$ cat config.mk
export PLATFORM = sky130hd
export DESIGN_NAME = text_tokenizer_stream
export DESIGN_NICKNAME = d
export VERILOG_FILES = /design/src/sv/txt_tok_pkg.sv /design/src/sv/text_tokenizer_stream.sv
export SDC_FILE = /design/constraint.sdc
export NUM_CORES = 1
export LEC_CHECK = 0
export BUFFER_PORTS_ARGS = -buffer_cell sky130_fd_sc_hd__buf_2
export CAP_MARGIN = 40
export CORE_MARGIN = 2
export CORE_UTILIZATION = 57
export DETAILED_ROUTE_END_ITERATION = 12
export GPL_TIMING_DRIVEN = 0
export PLACE_DENSITY = 0.79
export SYNTH_ARGS = -nofsm -noshare
export SYNTH_HDL_FRONTEND = slang
export SYNTH_SLANG_ARGS = --single-unit
$ cat constraint.sdc
create_clock -name aclk -period 5 [get_ports aclk]
set_input_delay 0.25 -clock aclk [delete_from_list [all_inputs] [get_ports aclk]]
set_output_delay 0.25 -clock aclk [all_outputs]
set_load 0.005 [all_outputs]
$ cat src/sv/txt_tok_pkg.sv
// ============================================================================
// txt_tok_pkg: shared types and constants for the text tokenizer
// Character codes, scan modes, token kinds and the result beat layout.
// ============================================================================
package txt_tok_pkg;

    // Widths
    localparam int BYTE_W = 8;
    localparam int LEN_W  = 11;
    localparam int KIND_W = 2;

    // Default maximum token length in bytes
    localparam int MAX_TOKEN_LEN_DEF = 1499;

    // Configuration register map (byte addresses are 4 * index)
    localparam int PADDR_W        = 3;
    localparam int PDATA_W        = 32;
    localparam int REG_QUOTE_CHAR = 0;

    // Character codes
    localparam logic [BYTE_W-1:0] CH_EOD         = 8'h00;
    localparam logic [BYTE_W-1:0] CH_NEWLINE     = 8'h0A;
    localparam logic [BYTE_W-1:0] CH_SPACE       = 8'h20;
    localparam logic [BYTE_W-1:0] CH_SLASH       = 8'h2F;
    localparam logic [BYTE_W-1:0] CH_LBRACE      = 8'h7B;
    localparam logic [BYTE_W-1:0] CH_RBRACE      = 8'h7D;
    localparam logic [BYTE_W-1:0] CH_LPAREN      = 8'h28;
    localparam logic [BYTE_W-1:0] CH_RPAREN      = 8'h29;
    localparam logic [BYTE_W-1:0] CH_APOSTROPHE  = 8'h27;
    localparam logic [BYTE_W-1:0] CH_COMMA       = 8'h2C;
    localparam logic [BYTE_W-1:0] QUOTE_CHAR_RST = 8'h22;

    // Token kinds
    localparam logic [KIND_W-1:0] KIND_WORD   = 2'd0;
    localparam logic [KIND_W-1:0] KIND_QUOTED = 2'd1;
    localparam logic [KIND_W-1:0] KIND_PUNCT  = 2'd2;

    // Scan modes, one-hot
    typedef enum logic [4:0] {
        MODE_IDLE    = 5'b00001,
        MODE_SLASH   = 5'b00010,
        MODE_COMMENT = 5'b00100,
        MODE_WORD    = 5'b01000,
        MODE_QUOTE   = 5'b10000
    } scan_mode_t;

    // One result beat
    typedef struct packed {
        logic [BYTE_W-1:0] tok_byte;
        logic              tok_last;
        logic              tok_empty;
        logic [KIND_W-1:0] tok_kind;
    } tok_beat_t;

    // Single-character tokens
    function automatic logic is_punct(input logic [BYTE_W-1:0] b);
        return (b == CH_LBRACE) || (b == CH_RBRACE) || (b == CH_LPAREN) ||
               (b == CH_RPAREN) || (b == CH_APOSTROPHE) || (b == CH_COMMA);
    endfunction

endpackage

$ cat src/sv/text_tokenizer_stream.sv
// ============================================================================
// text_tokenizer_stream: byte-serial text tokenizer
// Splits a byte stream into words, quoted strings and punctuation tokens,
// one token byte per result beat, with comment and whitespace skipping.
// ============================================================================
// Throughput: one text byte accepted per cycle while the result queue has room;
// one result beat leaves per cycle while m_ready is high. Each result is queued
// when the byte that completes it is accepted; a word byte is held back until
// the following byte decides its last flag. A byte yields at most two beats; a
// four-entry result queue takes input while it has room for two.
// Reset (aresetn low, synchronous): queue emptied, scan idle, quote_char = 34.
module text_tokenizer_stream #(
    parameter int MAX_TOKEN_LEN = txt_tok_pkg::MAX_TOKEN_LEN_DEF
) (
    input  logic                               aclk,
    input  logic                               aresetn,
    // Configuration port
    input  logic                               psel,
    input  logic                               penable,
    input  logic                               pwrite,
    input  logic [txt_tok_pkg::PADDR_W-1:0]    paddr,
    input  logic [txt_tok_pkg::PDATA_W-1:0]    pwdata,
    output logic [txt_tok_pkg::PDATA_W-1:0]    prdata,
    output logic                               pready,
    // Text input
    input  logic                               s_valid,
    output logic                               s_ready,
    input  logic [txt_tok_pkg::BYTE_W-1:0]     s_ch,
    // Token output
    output logic                               m_valid,
    input  logic                               m_ready,
    output logic [txt_tok_pkg::BYTE_W-1:0]     m_tok_byte,
    output logic                               m_tok_last,
    output logic                               m_tok_empty,
    output logic [txt_tok_pkg::KIND_W-1:0]     m_tok_kind
);

    localparam int LEN_W = txt_tok_pkg::LEN_W;
    localparam logic [LEN_W-1:0] MAX_LEN = LEN_W'(MAX_TOKEN_LEN);

    // Configuration and scan state
    logic [txt_tok_pkg::BYTE_W-1:0] quote_reg;
    txt_tok_pkg::scan_mode_t        mode_reg, mode_next;
    logic [txt_tok_pkg::BYTE_W-1:0] held_reg, held_next;
    logic                           hv_reg, hv_next;
    logic [LEN_W-1:0]               len_reg, len_next;

    // Result queue
    txt_tok_pkg::tok_beat_t q_mem [4];
    logic [1:0] wr_ptr_reg, rd_ptr_reg;
    logic [2:0] count_reg, count_next;

    // Beats produced by the current byte
    logic                   a_valid, b_valid;
    txt_tok_pkg::tok_beat_t a_beat, b_beat;

    logic s_fire, m_fire, cfg_wr;

    assign s_fire = s_valid && s_ready;
    assign m_fire = m_valid && m_ready;
    assign cfg_wr = psel && penable && pwrite && pready;

    // APB: always ready, quote register at index 0
    assign pready = 1'b1;
    always_comb begin
        prdata = '0;
        if (paddr[txt_tok_pkg::PADDR_W-1:2] == 1'(txt_tok_pkg::REG_QUOTE_CHAR)) begin
            prdata = {{(txt_tok_pkg::PDATA_W-txt_tok_pkg::BYTE_W){1'b0}}, quote_reg};
        end
    end

    always_ff @(posedge aclk) begin
        if (!aresetn) begin
            quote_reg <= txt_tok_pkg::QUOTE_CHAR_RST;
        end else if (cfg_wr &&
                     paddr[txt_tok_pkg::PADDR_W-1:2] ==
                     1'(txt_tok_pkg::REG_QUOTE_CHAR)) begin
            quote_reg <= pwdata[txt_tok_pkg::BYTE_W-1:0];
        end
    end

    // Scan decision for one byte
    always_comb begin
        logic                           is_ws;
        logic                           is_pu;
        txt_tok_pkg::scan_mode_t        eff_mode;
        logic [txt_tok_pkg::BYTE_W-1:0] eff_held;
        logic                           eff_hv;
        logic [LEN_W-1:0]               eff_len;
        logic [LEN_W-1:0]               len_inc;
        txt_tok_pkg::scan_mode_t        idl_mode;
        logic [txt_tok_pkg::BYTE_W-1:0] idl_held;
        logic                           idl_hv;
        logic [LEN_W-1:0]               idl_len;
        logic                           idl_punct;
        logic                           grow_en;
        logic [txt_tok_pkg::KIND_W-1:0] grow_kind;

        is_ws = (s_ch <= txt_tok_pkg::CH_SPACE);
        is_pu = txt_tok_pkg::is_punct(s_ch);

        // Fresh scan of the byte from idle
        idl_mode  = txt_tok_pkg::MODE_IDLE;
        idl_held  = '0;
        idl_hv    = 1'b0;
        idl_len   = '0;
        idl_punct = 1'b0;
        if (is_ws) begin
            idl_mode = txt_tok_pkg::MODE_IDLE;
        end else if (s_ch == txt_tok_pkg::CH_SLASH) begin
            idl_mode = txt_tok_pkg::MODE_SLASH;
        end else if (s_ch == quote_reg) begin
            idl_mode = txt_tok_pkg::MODE_QUOTE;
        end else if (is_pu) begin
            idl_punct = 1'b1;
        end else begin
            idl_mode = txt_tok_pkg::MODE_WORD;
            idl_held = s_ch;
            idl_hv   = 1'b1;
            idl_len  = LEN_W'(1);
        end

        // Resolve a pending lone slash into the token it opens
        eff_mode = mode_reg;
        eff_held = held_reg;
        eff_hv   = hv_reg;
        eff_len  = len_reg;
        if (mode_reg == txt_tok_pkg::MODE_SLASH && s_ch != txt_tok_pkg::CH_SLASH) begin
            if (quote_reg == txt_tok_pkg::CH_SLASH) begin
                eff_mode = txt_tok_pkg::MODE_QUOTE;
                eff_hv   = 1'b0;
                eff_len  = '0;
            end else begin
                eff_mode = txt_tok_pkg::MODE_WORD;
                eff_held = txt_tok_pkg::CH_SLASH;
                eff_hv   = 1'b1;
                eff_len  = LEN_W'(1);
            end
        end
        len_inc = eff_len + LEN_W'(1);

        mode_next = mode_reg;
        held_next = held_reg;
        hv_next   = hv_reg;
        len_next  = len_reg;
        a_valid   = 1'b0;
        b_valid   = 1'b0;
        a_beat    = '0;
        b_beat    = '0;
        grow_en   = 1'b0;
        grow_kind = txt_tok_pkg::KIND_WORD;

        case (eff_mode)
            txt_tok_pkg::MODE_SLASH: begin
                // Second slash: comment to end of line
                mode_next = txt_tok_pkg::MODE_COMMENT;
            end
            txt_tok_pkg::MODE_COMMENT: begin
                if (s_ch == txt_tok_pkg::CH_NEWLINE || s_ch == txt_tok_pkg::CH_EOD) begin
                    mode_next = txt_tok_pkg::MODE_IDLE;
                    held_next = '0;
                    hv_next   = 1'b0;
                    len_next  = '0;
                end
            end
            txt_tok_pkg::MODE_WORD: begin
                if (is_ws || is_pu) begin
                    // Close the word, then scan the byte fresh
                    a_valid   = 1'b1;
                    a_beat    = '{tok_byte: eff_held, tok_last: 1'b1, tok_empty: 1'b0,
                                  tok_kind: txt_tok_pkg::KIND_WORD};
                    mode_next = idl_mode;
                    held_next = idl_held;
                    hv_next   = idl_hv;
                    len_next  = idl_len;
                    b_valid   = idl_punct;
                    b_beat    = '{tok_byte: s_ch, tok_last: 1'b1, tok_empty: 1'b0,
                                  tok_kind: txt_tok_pkg::KIND_PUNCT};
                end else begin
                    grow_en   = 1'b1;
                    grow_kind = txt_tok_pkg::KIND_WORD;
                end
            end
            txt_tok_pkg::MODE_QUOTE: begin
                if (s_ch == quote_reg || s_ch == txt_tok_pkg::CH_EOD) begin
                    // Close the quoted token, empty if nothing was taken
                    a_valid   = 1'b1;
                    a_beat    = '{tok_byte: eff_hv ? eff_held : '0, tok_last: 1'b1,
                                  tok_empty: !eff_hv, tok_kind: txt_tok_pkg::KIND_QUOTED};
                    mode_next = txt_tok_pkg::MODE_IDLE;
                    held_next = '0;
                    hv_next   = 1'b0;
                    len_next  = '0;
                end else begin
                    grow_en   = 1'b1;
                    grow_kind = txt_tok_pkg::KIND_QUOTED;
                end
            end
            default: begin
                mode_next = idl_mode;
                held_next = idl_held;
                hv_next   = idl_hv;
                len_next  = idl_len;
                b_valid   = idl_punct;
                b_beat    = '{tok_byte: s_ch, tok_last: 1'b1, tok_empty: 1'b0,
                              tok_kind: txt_tok_pkg::KIND_PUNCT};
            end
        endcase

        // Extend the open token: release the held byte, hold the new one
        if (grow_en) begin
            a_valid = eff_hv;
            a_beat  = '{tok_byte: eff_held, tok_last: 1'b0, tok_empty: 1'b0,
                        tok_kind: grow_kind};
            if (len_inc >= MAX_LEN) begin
                b_valid   = 1'b1;
                b_beat    = '{tok_byte: s_ch, tok_last: 1'b1, tok_empty: 1'b0,
                              tok_kind: grow_kind};
                mode_next = txt_tok_pkg::MODE_IDLE;
                held_next = '0;
                hv_next   = 1'b0;
                len_next  = '0;
            end else begin
                mode_next = eff_mode;
                held_next = s_ch;
                hv_next   = 1'b1;
                len_next  = len_inc;
            end
        end
    end

    // Advance scan state on each accepted byte
    always_ff @(posedge aclk) begin
        if (!aresetn) begin
            mode_reg <= txt_tok_pkg::MODE_IDLE;
            held_reg <= '0;
            hv_reg   <= 1'b0;
            len_reg  <= '0;
        end else if (s_fire) begin
            mode_reg <= mode_next;
            held_reg <= held_next;
            hv_reg   <= hv_next;
            len_reg  <= len_next;
        end
    end

    // Result queue: push up to two beats, pop one
    assign s_ready = (count_reg <= 3'd2);
    assign m_valid = (count_reg != 3'd0);

    always_comb begin
        count_next = count_reg;
        if (s_fire) begin
            count_next = count_next + {2'b00, a_valid} + {2'b00, b_valid};
        end
        if (m_fire) begin
            count_next = count_next - 3'd1;
        end
    end

    always_ff @(posedge aclk) begin
        if (!aresetn) begin
            wr_ptr_reg <= '0;
            rd_ptr_reg <= '0;
            count_reg  <= '0;
        end else begin
            count_reg <= count_next;
            if (s_fire) begin
                wr_ptr_reg <= wr_ptr_reg + {1'b0, a_valid} + {1'b0, b_valid};
            end
            if (m_fire) begin
                rd_ptr_reg <= rd_ptr_reg + 2'd1;
            end
        end
    end

    // Hold the beat storage
    always_ff @(posedge aclk) begin
        if (s_fire) begin
            if (a_valid) begin
                q_mem[wr_ptr_reg] <= a_beat;
            end
            if (b_valid) begin
                q_mem[wr_ptr_reg + {1'b0, a_valid}] <= b_beat;
            end
        end
    end

    assign m_tok_byte  = q_mem[rd_ptr_reg].tok_byte;
    assign m_tok_last  = q_mem[rd_ptr_reg].tok_last;
    assign m_tok_empty = q_mem[rd_ptr_reg].tok_empty;
    assign m_tok_kind  = q_mem[rd_ptr_reg].tok_kind;

endmodule

==> impl_metrics.yaml <==
clock_network:
  cts.clk_slew.worst_paths_ns: 0.10
  clockRootBuffer: "clkbuf_8"
  cts_made_buffers: 9
  htreeDepth: 3
  cts.sinks: 90
  cts_tree: "built"
  clock_path_buffers: 2
  clk_latency_ns: 0.37
power:
  p_sw_share_pct: 33.2
  p_sw_uw: 580
  combPwrFrac_pct: 23.9
  p_int_uw: 1160
  p_leak_uw: 0.00247
  powerDensity_nw_per_um2: 268
  seqPwrFrac_pct: 49.2
  clock_power_share_pct: 26.9
  ir_drop_mv: 0.164
  total_power_uw: 1740
floorplanning:
  core_area_um2: 9820
  fp.dieW_um: 105
  ios: 97
  initial_core_util_pct: 58.9
  die_y_um: 105
  die_area_um2: 11000
  num_rows: 36
drt:
  drc: 0
  via_per_inst: 6.17
  wirelength_um: 15100
  first_iter_violations: 426
  vias: 5007
  drtPass1Iterations: 5
  routedWlPerCell_um: 18.6
  ant_nets: 0
synth:
  syn_area_per_cell_um2: 9.79
  async_flop_share_pct: 0
  synthesis.area_um2: 5790
  yosys-top-cells-area: "edfxtp_1 (23%), dfxtp_1 (16%), mux2i_1 (6.1%), mux4_2 (4.7%), nand2_1 (3.9%)"
  yosysSeqAreaShare_pct: 38.7
  synthCells: 591
  synthFlopType: "dfxtp_1"
  synth.ff_latch_count: 90
  yosysUniqueCellTypes: 84
  yosys.area.top_type: "edfxtp_1"
  ys_warn_count: 0
  synth-edff-count: 44
  synth_top_area_share_pct: 22.8
worst_setup_path:
  worstSetupStartpointType: "register"
  end_kind: "register"
  worstPathRequired_ns: 5.24
  worstPathMaxFanout: 10
  critical_path_arrival_ns: 4.98
  path_class: "reg -> reg"
grt:
  antenna_found_initial: 0
  grt_pass1_wl_um: 24500
  track_usage_pct: 27.8
  grt_max_degree: 17
  grt.overflow.total: 0
  first_global_vias: 4768
timing:
  fin_crit_ns: 4.73
  skew_ns: 0.0102
  worstMarginPinSlew_ns: 0.848
  hold_viol_final: 0
  final-setup-viol-count: 0
  final-max-slew-violation-count: 0
  post-route-period-util_pct: 94.7
  tns_ns: 0
  clock.fmax_mhz: 211
  max_slew_margin_pct: 43.0
status:
  status: "finished, final reports clean"
cells_and_area:
  n_fill_cell: 837
  final_net_count: 731
  seqCellArea_um2: 2240
  largest_reg_flops: 48
  antenna_cells: 0
  syn_to_final_growth_pct: 12.5
  multiInputGateArea_um2: 3210
  drive_above_1_share_pct: 21.2
job:
  max_cap_viol_count: 0
placed_design:
  place_congestion: 0.965
  post-dp-hpwl_um: 11300
  port_buffers: 40
hold_path:
  hp-class: "in -> reg"
-- logic make-up after synthesis --
kind of cell / after synthesis / share of synthesized area [%]
AOI/OAI and AO/OA: 151 / 19.2
xor gates and xnor gates: 19 / 2.88
adders and majority gates: 8 / 1.82
buffers and inverters: 80 / 7.83
DFF: 90 / 38.7
muxes: 47 / 10.7
other: 2 / 0.130
and+or+nand+nor: 194 / 18.7
-- layout by cell type (no fill, tap or decap), types with 4 or more instances in the layout --
cell type and count:
a211oi_1 4, a21o_1 6, a21oi_1 30, a22o_1 10, a31oi_1 7, and2_1 9
and3_1 6, buf_1 4, buf_2 50, buf_4 35, clkbuf_1 23, clkbuf_8 9
conb_1 25, dfxtp_1 46, edfxtp_1 44, ha_1 6, inv_1 12, mux2i_1 34
mux4_2 12, nand2_1 59, nand3_1 23, nand4_1 16, nor2_1 22, nor2b_1 8
nor3_1 9, nor4_1 5, o2111ai_1 20, o211ai_1 9, o21ai_0 18, o21ai_1 5
or3_1 7, xnor2_1 7, xor2_1 12
-- routing by layer --
layer  part of all wire, %  track usage (%)  vias to the layer above
li1                      -                -                     2378
met1                    42             36.4                     2381
met2                    50             47.9                      220
met3                   6.7             2.93                       28
met4                   2.0             9.71                        0
met5                     0                0                        -
-- worst paths after layout --
kind / start / endpoint / slack, ns / cells after the start
max: mode_reg[2]$_SDFFE_PN0P_ / count_reg[2]$_SDFF_PN0_ / 0.27 / 21
min: pwdata[1] / quote_reg[1]$_SDFFE_PN1P_ / 0.08 / 3
max reg2reg: mode_reg[2]$_SDFFE_PN0P_ / count_reg[2]$_SDFF_PN0_ / 0.27 / 21
min reg2reg: len_reg[10]$_SDFFE_PN0P_ / len_reg[10]$_SDFFE_PN0P_ / 0.48 / 2
-- power by group through the flow --
stage	clock network, uW	logic (uW)	registers [uW]
2_1_floorplan	0	294	858
3_3_place_gp	0	386	870
3_5_place_dp	0	404	872
4_1_cts	468	406	855
5_1_grt	496	461	865
6_report	469	417	859
-- critical path, stage by stage, from the launching register on --
cell and delay, ns:
dfxtp_1 0.31, buf_2 0.16, nor4b_4 0.42, o311a_4 0.31, nand2_2 0.13, o21ai_2 0.14
inv_1 0.06, ha_1 0.22, clkbuf_2 0.20, or2_2 0.30, o221ai_1 0.15, nand3_1 0.11
a311o_2 0.45, a31oi_4 0.25, inv_1 0.10, fa_1 0.38, ha_1 0.29, mux2i_2 0.18
ha_1 0.17, nand2_1 0.06, xnor2_1 0.16, nor2_1 0.05
-- cells in the mapped netlist (4+ instances only) --
library cell	instances
dfxtp_1	46
nor3_1	9
inv_1	12
mux2i_1	35
buf_4	29
nand2_1	60
nor2b_1	8
and2_1	9
a22o_1	10
nor2_1	22
a21o_1	6
or3_1	7
a31oi_1	7
edfxtp_1	44
xor2_1	12
o211ai_1	9
o2111ai_1	20
buf_2	9
a211oi_1	4
o21ai_1	5
xnor2_1	7
o21ai_0	19
a21oi_1	30
nand3_1	23
nand4_1	16
clkbuf_1	23
mux4_2	12
nor4_1	5
and3_1	6
ha_1	6
-- timing repair --
action                     CTS  global route
hold buffers                 0             0
setup endpoints to repair    2            57
gates resized for setup      2             8
pin swaps                    1             2
buffers inserted             1             5
hold endpoints to repair     0             0
-- area by class of cell --
cell class	instances	share of cell area, %
inverters	12	0.692
multi-input cells	444	49.3
well taps	133	2.55
flip-flops and latches	90	34.4
repair buffers	49	4.07
clock buffers	10	1.96
clock inverters	6	0.749
plain buffers	68	6.28
-- stage by stage --
stage                     hold slack (ns)  cell area, um^2  instances  setup slack, ns  util [%]
after floorplan                     0.374             5870        614            0.527         -
after detailed placement            0.465             6260        790           -0.337      63.8
final                              0.0793             6510        812            0.265      66.3
after CTS                          0.0811             6460        807          -0.0170      65.7
after global placement              0.450             6240        787           -0.237      63.6
after global routing                0.103             6510        812          -0.0139      66.3
(Power assumes the default switching activity.)
